$ cat src/rtl/mtt_pkg.sv
// Shared types and codes for the multi timer table.
`default_nettype none
package mtt_pkg;

  localparam int NUM_SLOTS_DEF = 64;

  localparam int OP_W    = 2;
  localparam int DELAY_W = 32;
  localparam int TAG_W   = 64;
  localparam int ID_W    = 8;
  localparam int KIND_W  = 3;
  localparam int MS_W    = 64;

  localparam logic [OP_W-1:0] OP_ARM  = 2'd0;
  localparam logic [OP_W-1:0] OP_KILL = 2'd1;
  localparam logic [OP_W-1:0] OP_TICK = 2'd2;

  localparam logic [KIND_W-1:0] KIND_ARMED   = 3'd0;
  localparam logic [KIND_W-1:0] KIND_FULL    = 3'd1;
  localparam logic [KIND_W-1:0] KIND_KILLED  = 3'd2;
  localparam logic [KIND_W-1:0] KIND_INVALID = 3'd3;
  localparam logic [KIND_W-1:0] KIND_FIRED   = 3'd4;
  localparam logic [KIND_W-1:0] KIND_NONE    = 3'd5;

  typedef struct packed {
    logic [OP_W-1:0]    opcode;
    logic [DELAY_W-1:0] delay_ms;
    logic               periodic;
    logic [TAG_W-1:0]   user_tag;
    logic [ID_W-1:0]    timer_id;
  } in_item_t;

  typedef struct packed {
    logic [KIND_W-1:0] kind;
    logic [ID_W-1:0]   result_id;
    logic [TAG_W-1:0]  fired_tag;
    logic              last;
  } out_item_t;

  // One slot record as held in the slot memory.
  typedef struct packed {
    logic               periodic;
    logic [DELAY_W-1:0] period;
    logic [TAG_W-1:0]   tag;
    logic [MS_W-1:0]    due;
  } slot_rec_t;

  typedef struct packed {
    logic [MS_W-1:0] add_a;
    logic [MS_W-1:0] add_b;
    logic [MS_W-1:0] cmp_a;
    logic [MS_W-1:0] cmp_b;
  } alu_req_t;

  typedef struct packed {
    logic [MS_W-1:0] sum;
    logic            le;
  } alu_rsp_t;

endpackage
`default_nettype wire

$ cat src/rtl/mtt_alu.sv
// Shared 64-bit adder and unsigned compare used by the arm, tick and scan steps.
`default_nettype none
module mtt_alu (
  input  wire mtt_pkg::alu_req_t req,
  output mtt_pkg::alu_rsp_t      rsp
);
  assign rsp.sum = req.add_a + req.add_b;
  assign rsp.le  = (req.cmp_a <= req.cmp_b);
endmodule
`default_nettype wire

$ cat config.mk
export PLATFORM = sky130hd
export DESIGN_NAME = mtt_alu
export DESIGN_NICKNAME = d
export VERILOG_FILES = /design/src/rtl/mtt_pkg.sv /design/src/rtl/mtt_alu.sv
export SDC_FILE = /design/constraint.sdc
export NUM_CORES = 1
export LEC_CHECK = 0
export BUFFER_PORTS_ARGS = -buffer_cell sky130_fd_sc_hd__buf_2
export CORE_AREA = 2 2 125 127
export DETAILED_ROUTE_END_ITERATION = 7
export DIE_AREA = 0 0 127 129
export GPL_TIMING_DRIVEN = 0
export MAX_ROUTING_LAYER = met4
export PLACE_DENSITY = 0.79
export SYNTH_ARGS = -nofsm -noshare
export SYNTH_HDL_FRONTEND = slang
export SYNTH_SLANG_ARGS = --single-unit
$ cat constraint.sdc
create_clock -name vclk -period 5.1
set_input_delay 1.02 -clock vclk [all_inputs]
set_output_delay 1.02 -clock vclk [all_outputs]
set_load 0.005 [all_outputs]
Yosys cells after proc, flatten, opt, wreduce, memory -nomap -nowiden:

Cells that the tools add are included.

* register bits: 0
* input bits: 256
* output and inout bits: 65
* logic and storage cells: 2

* $add $sub $neg: 1
* order comparisons: 1

Operators by type and width (count)
* $add 64x64->64: 1
* $le 64x64->1: 1

Logic depth before layout (Yosys ltp):

Gate-level depths: netlist of run 1.

* word-level depth: 1
* gate-level depth with buffers: 11

Worst setup path after synthesis of run 1:

Ideal clock, no wire load.

* kind: in2out
* start point: input port req[128] (netlist bit)
* end point: output port rsp[35] (netlist bit)
* data arrival time: 3.494 ns
* data required time: 4.080 ns
* setup slack: 0.586 ns
* stages: 11
* cell sequence: ha_1 -> fa_1 -> a211oi_1 -> nor3_1 -> o21a_1 -> o31ai_1 -> o21ai_0 -> a21oi_1 -> o21ai_0 -> a21oi_1 -> xnor2_1

RTL lines
* start: declaration: RTL line mtt_alu.sv:4 `input wire mtt_pkg::alu_req_t req,`
* end: declaration: RTL line mtt_alu.sv:5 `output mtt_pkg::alu_rsp_t rsp`

==> key figures, run 1 <==
Status
  – Status: finished, final reports clean

Final layout
  – Layout area overhead: 34.7%
  – Fin cells: 1,311
  – Area occupied by multi-input gates: 0.00507 mm²
  – Share of cells above drive strength 1: 32.4%
  – ANT cells: 0
  – Number of sequential cells: 0
  – Storage cell area: 0 µm²
  – Layout clock buffer count: 0
  – Core Util, Final: 49.6%
  – Fillers: 1,533
  – Nets: 1,509
  – Final Cell Area: 0.00742 mm²

Drt
  – DRT antenna net count: 0
  – Post-DR vias/cell: 5.29
  – Vias post-DR: 6,939
  – Post-route DRC: 0
  – TritonRoute pass-1 iters: 4
  – Starting DRT DRC Count: 307
  – Final wirelength: 20.7 mm
  – WL/cell: 15.8 µm

Logic synthesis
  – Mapped Cells: 801
  – Post-synth net total: 1,185
  – Most area-consuming cells after synthesis: ha_1 (29%), a21oi_1 (9.7%), a21o_1 (8.3%)
  – Most common cell in the netlist: ha_1
  – Area leader, netlist: ha_1
  – Syn Area/Cell: 6.88 µm²
  – Top-area cell type share of the netlist area: 28.8%
  – YS warnings: 0
  – Register area share after synthesis: 0%
  – Netlist cell types: 61
  – Post-Syn Area: 0.00551 mm²
  – Most frequent cells after synthesis: ha_1 (127), a21oi_1 (107), inv_1 (81), nand2_1 (62), a21o_1 (61)

Global route
  – Number of global-route vias before repair: 6,627
  – GRT Total Usage: 24.4%
  – Initial antenna violation count: 0
  – Pin count of the biggest net entering global routing: 11
  – Global-route wire length before repair: 31.6 mm
  – Congestion Overflow GR: 0

Timing
  – Slew Viols, Final: 0
  – Worst slew pin tran: 0.668 ns
  – Min Tclk post-route: 4.96 ns
  – Setup_tns: 0 ns
  – Final setup viols: 0
  – Highest Clock Rate: 201 MHz
  – Hold WS: 2.36 ns
  – Relative slew slack: 54.3%
  – Setup ws final: 0.135 ns
  – Tcrit/Tclk final: 97.3%
  – RSZ-0062 raised after global routing: yes
  – Final hold violation count: 0

Power
  – Pwr Total: 0.919 mW
  – Lkg Pwr: 4.18 nW
  – Pwr per Cell Area: 124 mW/mm²
  – Peak supply drop: 0.0000726 V

Worst setup path
  – CP max FO: 4
  – Kind of end point of the critical path: output port
  – Kind of critical path: input pin to output port
  – Data arrival time of the critical path: 3.94 ns
  – Crit start category: input pin
  – Crit path required time: 4.08 ns

Hold path
  – Worst min path class: input pin to output port

Placement
  – Placer Congestion: 0.918
  – Dpl ws: -0.347 ns
  – Placed insts: 1,310
  – PortBufs: 321
  – Post-DP HPWL: 18.7 mm
  – Placement Cell Area: 0.00735 mm²

Clocking
  – Cts hold-fix bufs: 0

Floorplanning
  – Core area: 0.0150 mm²
  – Effective utilization at floorplan: 36.8%
  – Std cell rows: 45
  – I/O pins: 321
  – Die width: 127 µm
  – Die Span Y: 129 µm
  – Die ar.: 0.0164 mm²

Flow run
  – Max_cap viols: 0
[placed cells by master, fill, tap and decap left out, types with 4 or more instances in the layout]
cell and n:
a21oi_1 105, buf_2 322, nand3_1 13, o21bai_1 18, or3_1 5, clkbuf_1 9, xnor2_1 40, nor2_1 46
o21ai_0 53, a21o_1 61, nand2_1 62, a31oi_1 8, o21a_1 8, xor2_1 20, o211ai_1 7, nor3_1 15
ha_1 127, nand4_1 39, a211oi_1 6, a21oi_2 4, buf_4 10, nor4_1 5, inv_1 81
[path summary, 6_finish.rpt]
check / startpoint / endpoint / slack (ns) / cells after the start
min: req[192] / rsp[1] / 2.36 / 3
max: req[128] / rsp[53] / 0.14 / 13
[kinds of logic (layout without fill, tap and decap cells)]
kind of cell,Yosys count,in the layout,share of synthesized area (%)
compound gates,298,298,33.9
xor+xnor,60,60,9.54
fa+ha+maj,128,128,29.2
simple gates,203,203,18.1
buf+inv,112,434,9.27
[routing by layer]
metal | global-route usage [%] | part of all wire, % | up-vias | wire length [µm]
li1 | - | - | 3582 | -
met1 | 26.8 | 40 | 3060 | 8230
met5 | - | 0 | - | 0
met2 | 46.5 | 51 | 271 | 10500
met4 | 4.78 | 2.0 | 0 | 412
met3 | 3.78 | 7.6 | 26 | 1570
[area by class of cell]
cell class | instances | area share [%]
inverters | 83 | 4.20
plain buffers | 28 | 2.55
well taps | 188 | 3.17
repair buffers | 323 | 21.8
multi-input cells | 689 | 68.2
[power breakdown]
group | switching, mW | total, mW | internal, mW
registers | 0 | 0 | 0
clock network | 0 | 0 | 0
logic | 0.497 | 0.919 | 0.421
[critical path: stages]
cell	delay [ns]
buf_2	0.10
ha_1	0.21
fa_1	0.44
a211oi_2	0.27
nor3_1	0.12
o21a_1	0.27
o311ai_2	0.36
nand3_2	0.17
o21ai_2	0.24
o221ai_2	0.19
a21oi_1	0.23
xnor2_1	0.18
buf_2	0.16
[timing repair]
action | CTS | global route
gates resized for setup | 11 | 5
pin swaps | 3 | 3
setup buffers | 1 | 1
setup endpoints to repair | 10 | 6
Note: power is estimated with default switching activity, not from simulation.
==> run 2, diff against run 1 <==
==> constraint.sdc (replaced) <==
create_clock -name vclk -period 5.8
set_input_delay 1.16 -clock vclk [all_inputs]
set_output_delay 1.16 -clock vclk [all_outputs]
set_load 0.005 [all_outputs]
==> run 2 against run 1 <==
Compared with the run above: final area fell by 0.72%; combinational power fell by 13%; utilization fell by 0.36 points; first-iteration DRC count fell by 5.2%; sequential share of layout area did not move; highest routed layer unchanged; die area did not move; routed wire length rose by 0.16%.
==> key figures, run 2 (synthesized netlist as in run 1, its figures left out) <==
Clocking
  – Postcts setup bufs: 0 (-1)
  – Cts hold-fix bufs: 0 (unchanged)

Worst setup path
  – Crit start category: input pin
  – Data arrival time of the critical path: 4.44 ns (+0.50 ns)
  – Crit path required time: 4.64 ns (+0.56 ns)
  – CP max FO: 7 (+3)
  – Kind of end point of the critical path: output port
  – Kind of critical path: input pin to output port

Timing
  – Relative slew slack: 51.6% (-2.8 points)
  – Final setup viols: 0 (unchanged)
  – Final hold violation count: 0 (unchanged)
  – Min Tclk post-route: 5.60 ns
  – Tcrit/Tclk final: 96.5%
  – Hold WS: 2.64 ns (+0.280 ns)
  – Setup ws final: 0.204 ns (+0.0683 ns)
  – RSZ-0062 raised after global routing: no
  – Slew Viols, Final: 0 (unchanged)
  – Highest Clock Rate: 179 MHz
  – Worst slew pin tran: 0.718 ns (+0.0495 ns)
  – Setup_tns: 0 ns (unchanged)

Drt
  – TritonRoute pass-1 iters: 4 (unchanged)
  – Post-route DRC: 0 (unchanged)
  – Starting DRT DRC Count: 291 (-5.2%)
  – Post-DR vias/cell: 5.31 (+0.34%)
  – Vias post-DR: 6,957 (+0.26%)
  – Final wirelength: 20.8 mm (+0.16%)
  – DRT antenna net count: 0 (unchanged)
  – WL/cell: 15.9 µm (+0.24%)

Final layout
  – Nets: 1,508 (-0.066%)
  – ANT cells: 0 (unchanged)
  – Commonest cells after routing, fill and taps aside: buf_2 (322), ha_1 (127), a21oi_1 (106)
  – Storage cell area: 0 µm² (unchanged)
  – Number of sequential cells: 0 (unchanged)
  – Share of cells above drive strength 1: 31.5% (-0.95 points)
  – Most common cell after layout, fill and taps aside: buf_2
  – Layout clock buffer count: 0 (unchanged)
  – Layout area overhead: 33.8%

Placement
  – PortBufs: 321 (unchanged)
  – Placer Congestion: 0.918 (unchanged)
  – Post-DP HPWL: 18.7 mm (unchanged)
  – Dpl ws: 0.0732 ns (+0.420 ns)

Power
  – Peak supply drop: 0.0000635 V (-13%)
  – Pwr Total: 0.800 mW (-13%)
  – Pwr per Cell Area: 109 mW/mm² (-12%)
  – Lkg Pwr: 4.16 nW (-0.47%)

Flow run
  – Max_cap viols: 0 (unchanged)

Floorplanning
  – Std cell rows: 45 (unchanged)
  – Die Span Y: 129 µm (unchanged)
  – Die ar.: 0.0164 mm² (unchanged)
  – Effective utilization at floorplan: 36.8% (unchanged)
  – Core area: 0.0150 mm² (unchanged)
  – Die width: 127 µm (unchanged)
  – I/O pins: 321 (unchanged)

Status
  – Status: finished, final reports clean

Global route
  – Initial antenna violation count: 0 (unchanged)
  – Global-route wire length before repair: 31.5 mm (-0.31%)
  – Pin count of the biggest net entering global routing: 11 (unchanged)
  – GRT Total Usage: 24.3% (-0.099 points)
  – Congestion Overflow GR: 0 (unchanged)
  – Number of global-route vias before repair: 6,621 (-0.091%)

Hold path
  – Worst min path class: input pin to output port
## run 2: metrics by stage
step                      cell area [µm²]  utilization (%)  instances
after floorplan                      5510                -        801
after global placement               7350             49.1       1310
after detailed placement             7350             49.1       1310
after CTS                            7350             49.1       1310
after global routing                 7370             49.2       1310
final                                7370             49.2       1310
## run 2: per-layer routing
metal	global-route usage, %	wire length (µm)	vias up
met1	26.7	8280	3093
li1	-	-	3581
met3	3.83	1500	26
met5	-	0	-
met2	46.3	10600	257
met4	4.72	405	0
## run 2: area by class of cell
cell class                 count  area [µm²]
timing repair buffer         321        1610
buffer                        29         199
fill                        1533        7610
inverter                      83         312
multi-input combinational    689        5020
tap                          188         235
## run 2: worst paths after layout
check                 startpoint  endpoint  slack, ns  cells past startpoint
worst min-delay path    req[192]    rsp[1]       2.64                      3
worst max-delay path    req[155]   rsp[59]       0.20                     13
## run 2: repair_timing
action | CTS | global route
resized for setup | 0 | 6
endpoints found under the hold margin | 0 | 0
endpoints found under the setup margin | 0 | 4
## run 2: worst max-delay path, stage by stage
cell,delay (ns)
buf_2,0.10
ha_1,0.27
clkdlybuf4s15_1,0.33
a21oi_1,0.30
inv_1,0.07
a31oi_1,0.28
o311ai_0,0.32
a2111oi_1,0.65
nand2_1,0.16
nand3_1,0.17
nand2_1,0.11
a311oi_1,0.34
buf_2,0.17
## run 2: power breakdown
part | internal [mW] | switching, mW
Clock | 0 | 0
Combinational | 0.366 | 0.434
Sequential | 0 | 0
Total | 0.366 | 0.434
