[config.mk]
export PLATFORM = sky130hd
export DESIGN_NAME = mtt_ram
export DESIGN_NICKNAME = d
export VERILOG_FILES = /design/src/rtl/mtt_ram.sv
export SDC_FILE = /design/constraint.sdc
export NUM_CORES = 1
export LEC_CHECK = 0
export BUFFER_PORTS_ARGS = -buffer_cell sky130_fd_sc_hd__buf_2
export CORE_MARGIN = 1
export CORE_UTILIZATION = 55
export CTS_BUF_LIST = sky130_fd_sc_hd__clkbuf_8
export CTS_CLUSTER_SIZE = 40
export DETAILED_ROUTE_END_ITERATION = 8
export MAX_ROUTING_LAYER = met4
export PLACE_DENSITY_LB_ADDON = 0.05
export SYNTH_ARGS = -nofsm -noshare
export SYNTH_HDL_FRONTEND = slang
export SYNTH_SLANG_ARGS = --single-unit
[constraint.sdc]
create_clock -name clk -period 2.57 [get_ports clk]
set_input_delay 0.3855 -clock clk [delete_from_list [all_inputs] [get_ports clk]]
set_output_delay 0.3855 -clock clk [all_outputs]
set_load 0.01 [all_outputs]
[src/rtl/mtt_ram.sv]
// Generic simple dual-port RAM with registered read.
`default_nettype none
module mtt_ram #(
  parameter int WIDTH = 8,
  parameter int DEPTH = 64,
  localparam int AW = (DEPTH > 1) ? $clog2(DEPTH) : 1
) (
  input  wire logic                clk,
  input  wire logic                we,
  input  wire logic [AW-1:0]       waddr,
  input  wire logic [WIDTH-1:0]    wdata,
  input  wire logic [AW-1:0]       raddr,
  output logic      [WIDTH-1:0]    rdata
);
  logic [WIDTH-1:0] mem [DEPTH];

  always_ff @(posedge clk) begin
    if (we) begin
      mem[waddr] <= wdata;
    end
    rdata <= mem[raddr];
  end
endmodule
`default_nettype wire

[Word level (Yosys, flattened, before mapping)]
Memory sizes are Yosys's and may differ from the RTL's. A register that Yosys moved wholly into a read port is not among the register bits.
Index checks and enable logic that the tools add are counted.
Operators by class
  mux-type cells: 2
Operator list (count)
  1-bit two-way mux: 2
Word-level totals
  memories kept: 1
  input bits: 22
  logic and storage cells: 3
  flip-flop bits (word level): 0
  memory bits (writable): 512
  output and inout bits: 8
Memory list
  mem: words 64, width 8, rd ports 1, clocked after memory_dff 1, write ports 1, RTL line 15  | logic [WIDTH-1:0] mem [DEPTH];

[Longest topological paths before layout]
Gate-level depths: netlist of the first run.
  word-level depth: 2
  mapped depth: 9
  mapped depth without buffers: 5

[Worst setup path before layout of the first run]
Ideal clock, no wire load.
  path kind: input port to flip-flop
  start: input raddr[1]
  end: register rdata[3] (read register of mem)
  data required time: 2.442 ns
  path buffers: 3
  slack: 0.517 ns
  stages on the path: 7
  arrival time: 1.925 ns
  library setup time: 0.128 ns
  path through: buf_4 > buf_2 > buf_2 > mux4_2 > mux4_2 > o21ai_1 > o41ai_1
RTL lines
  from (decl): RTL line 12  | input wire logic [AW-1:0] raddr,
  to (decl): RTL line 13  | output logic [WIDTH-1:0] rdata

==> out/summary.txt, run 1 <==
starting density of the core: 0.5629
Cell variety after synth: 40
Nets: 1,149
#FFs+latches synth: 520
slew margin rel.: 0.3532
CP delay by family, top: multiplexers
die area: 37,440 um^2
critical path data arrival time: 2.75 ns
clk_skew: 0.01730 ns
GR Util All Layers: 0.2669
Startpoint Class: flip-flop
cells on worst reg2reg path: 5
DRT antenna net count: 0
max-slew violations: 0
fin crit period: 2.264 ns
post-synthesis sequential area ratio: 0.7703
boundary pin count: 30
Layout Area Growth over Synthesis: 14.32%
launch point of the worst path: mem[29][6]
Worst path slowest cell: nor3_1
final setup TNS: 0 ns
largest net degree at the start of global routing: 65
cell breakdown of the critical path: mux4_2 -> mux2_2 -> o221a_2 -> nor3_1 -> o32ai_1
CTS tree: yes
ratio of cells with drive above 1 in the final layout: 0.3319
CTS sink count: 520
core footprint: 35,830 um^2
initial antenna violation count: 1
Finished Cell Area: 23,050 um^2
crit path capture type: flip-flop
clock buffer depth: 3
Synth Net Count: 962
reg-to-reg critical path endpoint: rdata[6]
worst-margin pin slew: 0.9702 ns
syn_area_per_cell: 21.45 um^2
number of synthesis warnings: 0
Pwr Density: 718.2 nW/um^2
global route total overflow: 0
site row count: 69
Total Wirelength: 46,410 um
Post-route DRC: 2
cell count after synthesis: 940
RSZ-0062 raised after global routing: false
worst skew pair latency: 0.64 ns
gpl congestion: 0.8749
max incr delay on CP: 0.52 ns
R2R Path Start: mem[29][6]
Filler cells: 2,347
Final Setup Violations: 0
max-cap viol count: 0
DIE WIDTH: 193.5 um
Final Cycle Share: 0.8808
Post-Syn Area: 20,170 um^2
first-pass GRT wire length: 69,210 um
First DRT Iteration DRCs: 955
Final Non-Filler Cells: 1,640
vias in the first global route: 10,710
die height: 193.5 um
worst setup path endpoint: rdata[6]
Placed Area: 21,620 um^2
H-tree Lvls: 3
crit path max fanout: 1
Critical path buffers and inverters: 0
VDD IR max: 0.6054 mV
status: finished with violations
Worst Path Required: 3.05 ns
Hold Violations, Final: 0
Worst path depth: 5
DR vias: 10,190
fmax: 0.4418 GHz
Setup CP Type: flip-flop to flip-flop
placed cells: 1,503
Hold Crit Class: input port to flip-flop
Util after Layout: 0.6435
CTS buffer count: 82
Reg2Reg Setup Slack: 0.31 ns
1st-pass router iterations: 9
clock root cell: clkbuf_8
WL/cell: 28.30 um
Port Buffers: 29
post-detail-place hpwl: 29,950 um
Vias/cell: 6.213
Final Total Pwr: 16.56 mW
failing checks: design-rule violations
Clock transition at path regs: 0.06 ns
Static Leak: 7.570 nW
==> report_power, final <==
part	internal (mW)	leakage [nW]	total (mW)	switching (mW)
Sequential	9.39	4.67	9.42	0.0318
Clock	3.15	0.822	6.20	3.05
Combinational	0.382	2.07	0.936	0.554
==> flip-flops by register name, summed over array words and instances (netlist names) <==
| name | count |
|---|---|
| rdata | 8 |
| mem | 512 |
==> through the flow <==
| step | hold slack (ns) | setup slack [ns] |
|---|---|---|
| 5_1_grt | 0.1824 | 0.2531 |
| 6_report | 0.1712 | 0.3063 |
| 2_1_floorplan | 0.4844 | 0.5168 |
| 3_5_place_dp | 0.6805 | -0.02346 |
| 4_1_cts | 0.1262 | 0.3602 |
| 3_3_place_gp | 0.6706 | 0.02848 |
==> how the worst min path moves through the flow <==
| stage | startpoint | end | slack [ns] | cells after the start |
|---|---|---|---|---|
| finish | raddr[5] | rdata[2] | 0.17 | 3 |
| global route | raddr[5] | rdata[2] | 0.18 | 3 |
| CTS | raddr[5] | rdata[2] | 0.13 | 3 |
| detailed placement | wdata[3] | mem[22][3] | 0.68 | 1 |
| global placement | wdata[3] | mem[22][3] | 0.67 | 1 |
| floorplan | wdata[0] | mem[0][0] | 0.48 | 0 |
==> cell type report <==
cell class,instances,area [um^2],share of cell area
flip-flops and latches,520,15530,0.6738
diodes,1,2.502,0.0001085
clock buffers,89,1225,0.05313
well taps,461,576.8,0.02502
clock inverters,46,200.2,0.008683
multi-input cells,369,4315,0.1872
repair buffers,154,1200,0.05205
==> layout by cell type (no fill, tap or decap), drive strengths merged, types with 6 or more instances in the layout <==
master	n
a221oi	6
buf	152
clkbuf	90
clkinv	12
dfxtp	8
edfxtp	512
inv	30
mux2	13
mux2i	23
mux4	126
nand2	19
nand2b	7
nand3	13
nor2	83
nor2b	14
nor3	7
o221ai	8
o22ai	8
==> tightest hold or removal path: cells and delay by family <==
| kind | cells | cell delay (ns) |
|---|---|---|
| buffers and inverters | 1 | 0.21 |
| AND/OR/NAND/NOR | 1 | 0.11 |
| AO/OA/AOI/OAI | 1 | 0.05 |
==> cells by family after synthesis <==
logic type,after synthesis,synth area share
flops,520,0.7703
mux,162,0.1594
simple gates,153,0.03387
compound gates,54,0.02072
buf+inv,51,0.01570
==> repair_timing <==
item | 4_1_cts | 5_1_grt
endpoints found under the hold margin | 6 | 0
hold buffers | 1 | 0
buffers inserted | 0 | 0
gates resized for setup | 0 | 0
==> layer usage <==
metal | vias up | GRT usage | part of all wire
li1 | 4312 | - | -
met3 | 75 | 0.04899 | 0.077
met2 | 410 | 0.4156 | 0.49
met4 | 0 | 0.08800 | 0.024
met1 | 5393 | 0.3619 | 0.41
met5 | - | - | 0
==> cells in the mapped netlist <==
library cell / instances / area (um^2)
a2111oi_0: 2 / 17.52
a211oi_1: 4 / 30.03
a21oi_1: 3 / 15.01
a221oi_1: 6 / 52.55
a22oi_1: 3 / 22.52
a31oi_1: 1 / 6.260
and2_1: 1 / 6.260
buf_1: 4 / 15.01
buf_12: 2 / 40.04
buf_2: 11 / 55.05
buf_4: 13 / 97.59
buf_6: 4 / 45.04
clkbuf_1: 17 / 63.81
dfxtp_1: 8 / 160.2
edfxtp_1: 512 / 15370
mux2_2: 13 / 146.4
mux2i_1: 23 / 230.2
mux4_2: 126 / 2838
nand2_1: 19 / 71.32
nand2b_1: 7 / 43.79
nand3_1: 13 / 65.06
nand3b_1: 3 / 22.52
nand4_1: 2 / 12.51
nand4b_1: 1 / 8.760
nor2_1: 83 / 311.6
nor2b_1: 14 / 87.58
nor3_1: 7 / 35.03
nor4_1: 2 / 12.51
o2111ai_1: 3 / 26.28
o21a_1: 2 / 15.01
o21ai_0: 2 / 10.01
o21ai_1: 2 / 10.01
o221a_2: 2 / 22.52
o221ai_1: 8 / 70.07
o22ai_1: 8 / 50.05
o2bb2ai_1: 3 / 26.28
o311ai_1: 1 / 8.760
o32ai_1: 2 / 17.52
o41ai_1: 2 / 17.52
or3_1: 1 / 6.260
No activity file was read; power rests on OpenSTA's default activity.
==> run 2: changes to the inputs <==
PLACE_DENSITY_LB_ADDON = 0.25   (was 0.05)
==> run 2 against run 1 <==
The flow now finishes without violations. Sequential share of layout area hardly changed. Worst hold slack better by 0.011 ns. Global-route usage is 1.7 points lower. Maximum frequency is 8.1% higher. Total power is 0.27% lower. Combinational power is 2% lower. Count of clock-buffer cells in the layout is 4 lower. Non-clock buffer count is 2 higher. Die area stayed put. Worst setup slack better by 0.17 ns. Flip-flop and latch count stayed put. Final cell count is 0.43% higher.
==> out/summary.txt, run 2 (same netlist as run 1, synthesis figures left out) <==
global route total overflow: 0 (unchanged)
1st-pass router iterations: 5 (was 9)
slew margin rel.: 0.4942 (was 0.3532)
CP delay by family, top: compound AO/OA/AOI/OAI gates (was multiplexers)
Setup CP Type: flip-flop to flip-flop (unchanged)
CTS-repair resized insts: 0 (unchanged)
max incr delay on CP: 0.68 ns (was 0.52 ns)
gpl congestion: 0.8918 (was 0.8749)
Biggest register: mem (unchanged)
Startpoint Class: flip-flop (unchanged)
core footprint: 35,830 um^2 (unchanged)
first-pass GRT wire length: 65,040 um (was 69,210 um)
biggest regs: mem: 512 flops, rdata: 8 flops (unchanged)
boundary pin count: 30 (unchanged)
WL/cell: 26.46 um (was 28.30 um)
Post-route DRC: 0 (was 2)
crit path max fanout: 1 (unchanged)
Critical path buffers and inverters: 1 (was 0)
Nets: 1,150 (was 1,149)
ratio of cells with drive above 1 in the final layout: 0.3308 (was 0.3319)
Hold Violations, Final: 0 (unchanged)
GR Util All Layers: 0.2498 (was 0.2669)
cells on worst reg2reg path: 5 (unchanged)
Static Leak: 7.570 nW (about the same)
hold path cells: 3 (unchanged)
Reg2Reg Setup Slack: 0.48 ns (was 0.31 ns)
R2R Path Start: mem[3][5] (was mem[29][6])
Clock transition at path regs: 0.06 ns (about the same)
Vias/cell: 6.129 (was 6.213)
DIE WIDTH: 193.5 um (unchanged)
DR vias: 10,100 (was 10,190)
Hold Crit Class: input port to flip-flop (unchanged)
launch point of the worst path: mem[3][5] (was mem[29][6])
P_int: 12.91 mW (was 12.93 mW)
clk_skew: 0.03290 ns (was 0.01730 ns)
reg-to-reg critical path endpoint: rdata[5] (was rdata[6])
Layout Area Growth over Synthesis: 14.29% (was 14.32%)
clock buffer depth: 3 (unchanged)
Final Setup Violations: 0 (unchanged)
hold endpoint: rdata[0] (was rdata[2])
most frequent cells in the layout: 512 x edfxtp_1, 126 x mux4_2, 122 x buf_4, 86 x clkbuf_8, 83 x nor2_1 (was 512 x edfxtp_1, 126 x mux4_2, 118 x buf_4, 90 x clkbuf_8, 83 x nor2_1)
Hold WS: 0.1817 ns (was 0.1712 ns)
VDD IR max: 0.4272 mV (was 0.6054 mV)
fmax: 0.4776 GHz (was 0.4418 GHz)
initial antenna violation count: 1 (unchanged)
Pwr Density: 716.5 nW/um^2 (was 718.2 nW/um^2)
crit path capture type: flip-flop (unchanged)
max-cap viol count: 0 (unchanged)
clock root cell: clkbuf_8 (unchanged)
post-detail-place hpwl: 27,860 um (was 29,950 um)
Port Buffers: 29 (unchanged)
cell breakdown of the critical path: mux4_2 -> nor2b_1 -> a2111oi_0 -> buf_4 -> o41ai_1 (was mux4_2 -> mux2_2 -> o221a_2 -> nor3_1 -> o32ai_1)
worst-margin pin slew: 0.7396 ns (was 0.9702 ns)
DRT antenna net count: 0 (unchanged)
die height: 193.5 um (unchanged)
Final Non-Filler Cells: 1,647 (was 1,640)
Worst Path Required: 3.07 ns (was 3.05 ns)
sw frac: 0.2185 (was 0.2194)
die area: 37,440 um^2 (unchanged)
RSZ-0062 raised after global routing: false (unchanged)
Logic pwr share: 0.056 (was 0.057)
First DRT Iteration DRCs: 1,026 (was 955)
Setup Fix Bufs, Post-CTS: 0 (unchanged)
max-slew violations: 0 (unchanged)
starting density of the core: 0.5629 (unchanged)
CTS buffer count: 81 (was 82)
P_sw: 3.608 mW (was 3.633 mW)
critical path data arrival time: 2.60 ns (was 2.75 ns)
largest net degree at the start of global routing: 65 (unchanged)
Final Cycle Share: 0.8148 (was 0.8808)
worst skew pair latency: 0.63 ns (was 0.64 ns)
Worst path slowest cell: a2111oi_0 (was nor3_1)
commonest non-fill, non-tap cell in the layout: edfxtp_1 (unchanged)
CTS tree: yes (unchanged)
Largest register FFs: 512 (unchanged)
placed cells: 1,506 (was 1,503)
CTS sink count: 520 (unchanged)
CTS Hold Buffers Added: 0 (was 1)
Total Wirelength: 43,590 um (was 46,410 um)
fin crit period: 2.094 ns (was 2.264 ns)
Clk pwr share: 0.374 (about the same)
vias in the first global route: 10,300 (was 10,710)
site row count: 69 (unchanged)
H-tree Lvls: 3 (unchanged)
status: finished clean (was finished with violations)
Reg power frac: 0.570 (was 0.569)
Hold Startpoint: raddr[5] (unchanged)
## run 2: cell types whose count changed in the layout (fill, tap and decap cells not counted), sizes merged
cell         previous run  this run
clkinv                 12        28
inv                    30        24
clkbuf                 90        86
buf                   152       155
clkinvlp                4         2
bufinv                  0         1
dlygate4sd3             1         0
## run 2: worst max path at each step
stage / end / depth (start not counted) / slack, ns
3_3_place_gp: rdata[7] / 6 / -0.11
4_1_cts: rdata[5] / 5 / 0.44
2_1_floorplan: rdata[3] / 7 / 0.52
5_1_grt: rdata[5] / 5 / 0.42
6_report: rdata[5] / 5 / 0.48
3_5_place_dp: rdata[7] / 6 / -0.12
## run 2: power groups by stage
stage	Clock (mW)	Combinational (mW)	Sequential (mW)
6_report	6.18	0.917	9.42
5_1_grt	6.66	0.972	9.42
4_1_cts	6.31	0.922	9.42
3_5_place_dp	0	0.921	9.60
3_3_place_gp	0	0.904	9.59
2_1_floorplan	0	0.500	9.59
## run 2: metal layers
layer,part of all wire,vias up,track usage
met5,0,-,-
met3,0.072,74,0.03818
met4,0.029,0,0.1025
met1,0.41,5284,0.3447
li1,-,4306,-
met2,0.49,431,0.3791
## run 2: final cells by class
class | instances | area, um^2
antenna | 1 | 2.502
clock buffer | 85 | 1170
clock inverter | 55 | 249.0
fill | 2352 | 12780
multi-input combinational | 369 | 4315
sequential | 520 | 15530
tap | 461 | 576.8
timing repair buffer | 156 | 1200
## run 2: worst register-to-register path, cell delays in order, from the launching register on
cell	delay [ns]
edfxtp_1	0.35
mux4_2	0.50
nor2b_1	0.15
a2111oi_0	0.68
buf_4	0.24
o41ai_1	0.08
## run 2: per-stage QoR
step	instance area (um^2)	power (mW)	setup WS, ns	setup TNS (ns)	util
after global placement	21630	10.50	-0.1091	-0.1091	0.6036
after floorplan	20170	10.09	0.5168	0	-
after global routing	23050	17.05	0.4245	0	0.6433
after detailed placement	21630	10.52	-0.1172	-0.1994	0.6036
after CTS	23050	16.65	0.4385	0	0.6432
final	23050	16.51	0.4760	0	0.6433
==> run 3: changes to the inputs <==
clock period = 1.7 ns   (was 2.57 ns; I/O delays follow)
==> run 3 against run 2 <==
The run now ends with design-rule violations, negative setup slack left. Worst setup slack worse by 0.63 ns. Wire length up 2.2%. Non-clock buffer count up 59. Sequential power up 51%. Cell area up 3.3%. First-iteration DRC count down 21%. Via count up 2.5%. Worst hold slack worse by 0.040 ns. Flip-flop and latch count unchanged. Core utilization up 2.1 points.
==> out/summary.txt, run 3 (same netlist as run 1, synthesis figures left out) <==
status: finished with violations (was finished clean)
failing checks: design-rule violations, negative setup slack
First DRT Iteration DRCs: 808 (was 1,026)
Vias/cell: 6.057 (was 6.129)
Static Leak: 7.947 nW (was 7.570 nW)
max incr delay on CP: 0.49 ns (was 0.68 ns)
Logic pwr share: 0.063 (was 0.056)
Filler cells: 2,312 (was 2,352)
commonest non-fill, non-tap cell in the layout: edfxtp_1 (unchanged)
VDD IR max: 0.8272 mV (was 0.4272 mV)
Worst Path Required: 2.19 ns (was 3.07 ns)
CP delay by family, top: multiplexers (was compound AO/OA/AOI/OAI gates)
biggest regs: mem: 512 flops, rdata: 8 flops (unchanged)
die height: 193.5 um (unchanged)
ratio of cells with drive above 1 in the final layout: 0.3839 (was 0.3308)
worst skew pair latency: 0.62 ns (was 0.63 ns)
starting density of the core: 0.5629 (unchanged)
P_sw: 5.500 mW (was 3.608 mW)
CTS tree: yes (unchanged)
gpl congestion: 0.8296 (was 0.8918)
Final Cycle Share: 1.092 (was 0.8148)
Final WS setup: -0.1566 ns (was 0.4760 ns)
WL/cell: 26.07 um (was 26.46 um)
Setup CP Type: flip-flop to flip-flop (unchanged)
reg-to-reg critical path endpoint: rdata[4] (was rdata[5])
worst setup path endpoint: rdata[4] (was rdata[5])
DIE WIDTH: 193.5 um (unchanged)
GR Util All Layers: 0.2555 (was 0.2498)
max-cap viol count: 0 (unchanged)
Worst path slowest cell: mux4_2 (was a2111oi_0)
Reg power frac: 0.566 (was 0.570)
fmax: 0.5386 GHz (was 0.4776 GHz)
Setup Fix Bufs, Post-CTS: 0 (unchanged)
Clk pwr share: 0.370 (was 0.374)
sw frac: 0.2189 (was 0.2185)
global route total overflow: 0 (unchanged)
boundary pin count: 30 (unchanged)
initial antenna violation count: 3 (was 1)
Total Wirelength: 44,550 um (was 43,590 um)
max-slew violations: 0 (unchanged)
Nets: 1,208 (was 1,150)
Reg area: 15,530 um^2 (unchanged)
clock buffer depth: 3 (unchanged)
Finished Cell Area: 23,810 um^2 (was 23,050 um^2)
cells on worst reg2reg path: 5 (unchanged)
DRT antenna net count: 0 (unchanged)
P_int: 19.63 mW (was 12.91 mW)
Layout Area Growth over Synthesis: 18.07% (was 14.29%)
clk_skew: 0.01684 ns (was 0.03290 ns)
H-tree Lvls: 3 (unchanged)
first-pass GRT wire length: 66,590 um (was 65,040 um)
Biggest register: mem (unchanged)
clock root cell: clkbuf_8 (unchanged)
Post-route DRC: 3 (was 0)
Startpoint Class: flip-flop (unchanged)
Clock transition at path regs: 0.06 ns (about the same)
Critical path buffers and inverters: 0 (was 1)
crit path max fanout: 1 (unchanged)
die area: 37,440 um^2 (unchanged)
crit path capture type: flip-flop (unchanged)
Worst path depth: 5 (unchanged)
R2R Path Start: mem[29][4] (was mem[3][5])
Final Non-Filler Cells: 1,709 (was 1,647)
slew margin rel.: 0.1891 (was 0.4942)
vias in the first global route: 10,610 (was 10,300)
critical path data arrival time: 2.35 ns (was 2.60 ns)
fin crit period: 1.857 ns (was 2.094 ns)
worst-margin pin slew: 1.216 ns (was 0.7396 ns)
launch point of the worst path: mem[29][4] (was mem[3][5])
most frequent cells in the layout: 512 x edfxtp_1, 173 x buf_4, 126 x mux4_2, 89 x clkbuf_8, 79 x nor2_1 (was 512 x edfxtp_1, 126 x mux4_2, 122 x buf_4, 86 x clkbuf_8, 83 x nor2_1)
DR vias: 10,350 (was 10,100)
Hold Crit Class: input port to flip-flop (unchanged)
cell breakdown of the critical path: mux4_2 -> mux2_4 -> o221a_4 -> nor3_4 -> o32ai_2 (was mux4_2 -> nor2b_1 -> a2111oi_0 -> buf_4 -> o41ai_1)
core footprint: 35,830 um^2 (unchanged)
Reg2Reg Setup Slack: -0.16 ns (was 0.48 ns)
site row count: 69 (unchanged)
Largest register FFs: 512 (unchanged)
CTS sink count: 520 (unchanged)
Hold Violations, Final: 0 (unchanged)
Pwr Density: 1055 nW/um^2 (was 716.5 nW/um^2)
Port Buffers: 29 (unchanged)
placed cells: 1,566 (was 1,506)
post-detail-place hpwl: 28,720 um (was 27,860 um)
Final Setup Violations: 7 (was 0)
CTS buffer count: 80 (was 81)
1st-pass router iterations: 7 (was 5)
Placed Area: 22,190 um^2 (was 21,630 um^2)
area occupied by multi-input gates: 4527 um^2 (was 4315 um^2)
largest net degree at the start of global routing: 65 (unchanged)
RSZ-0062 raised after global routing: true (was false)
-- run 3: cell types whose count changed in the layout (fill, tap and decap cells not counted), sizes merged --
| cell | delta |
|---|---|
| clkbuf | +3 |
| inv | -2 |
| diode | +2 |
| bufinv | -1 |
| buf | +58 |
| clkinvlp | +1 |
| dlygate4sd3 | +1 |
-- run 3: layer usage --
metal	track usage	up-vias	routed length [um]
met1	0.3437	5384	18000
li1	-	4435	-
met2	0.3839	440	21350
met3	0.06381	93	3936
met4	0.09067	0	1261
met5	-	-	0
-- run 3: timing repair --
item,CTS,global route
endpoints found under the setup margin,8,8
gates resized for setup,28,8
hold endpoints to repair,3,0
pin swaps,10,1
hold buffers,1,0
-- run 3: power groups by stage --
stage,Clock [mW],Sequential (mW),Combinational [mW]
6_report,9.31,14.2,1.59
5_1_grt,10.0,14.2,1.69
4_1_cts,9.50,14.2,1.58
3_5_place_dp,0,14.5,1.53
2_1_floorplan,0,14.5,0.777
3_3_place_gp,0,14.5,1.51
-- run 3: layout make-up --
type | count | area share
Sequential cell | 520 | 0.6524
Timing Repair Buffer | 215 | 0.07278
Antenna cell | 3 | 0.0003153
Multi-Input combinational cell | 369 | 0.1901
Clock buffer | 88 | 0.05086
Tap cell | 461 | 0.02422
Clock inverter | 53 | 0.009301
-- run 3: per-stage QoR --
stage               worst slack, ns  hold WS, ns    util  setup TNS [ns]  total power [mW]
CTS                         -0.1496       0.1277  0.6630         -0.4789             25.31
global route                -0.2088       0.1285  0.6646         -0.9053             25.95
global placement            -0.8166       0.6514  0.6195          -5.136             16.00
floorplan                   -0.1035       0.3539       -          -1.241             15.27
detailed placement          -0.7988       0.6511  0.6195          -6.472             16.03
finish                      -0.1566       0.1420  0.6646         -0.4963             25.13
-- run 3: worst min-delay path by stage --
stage / slack (ns) / start / endpoint / cells after the start
after global routing: 0.13 / wdata[1] / mem[10][1] / 2
final: 0.14 / wdata[1] / mem[9][1] / 2
after floorplan: 0.35 / wdata[0] / mem[0][0] / 0
after detailed placement: 0.65 / raddr[5] / rdata[2] / 3
after CTS: 0.13 / wdata[1] / mem[58][1] / 2
after global placement: 0.65 / raddr[5] / rdata[2] / 3
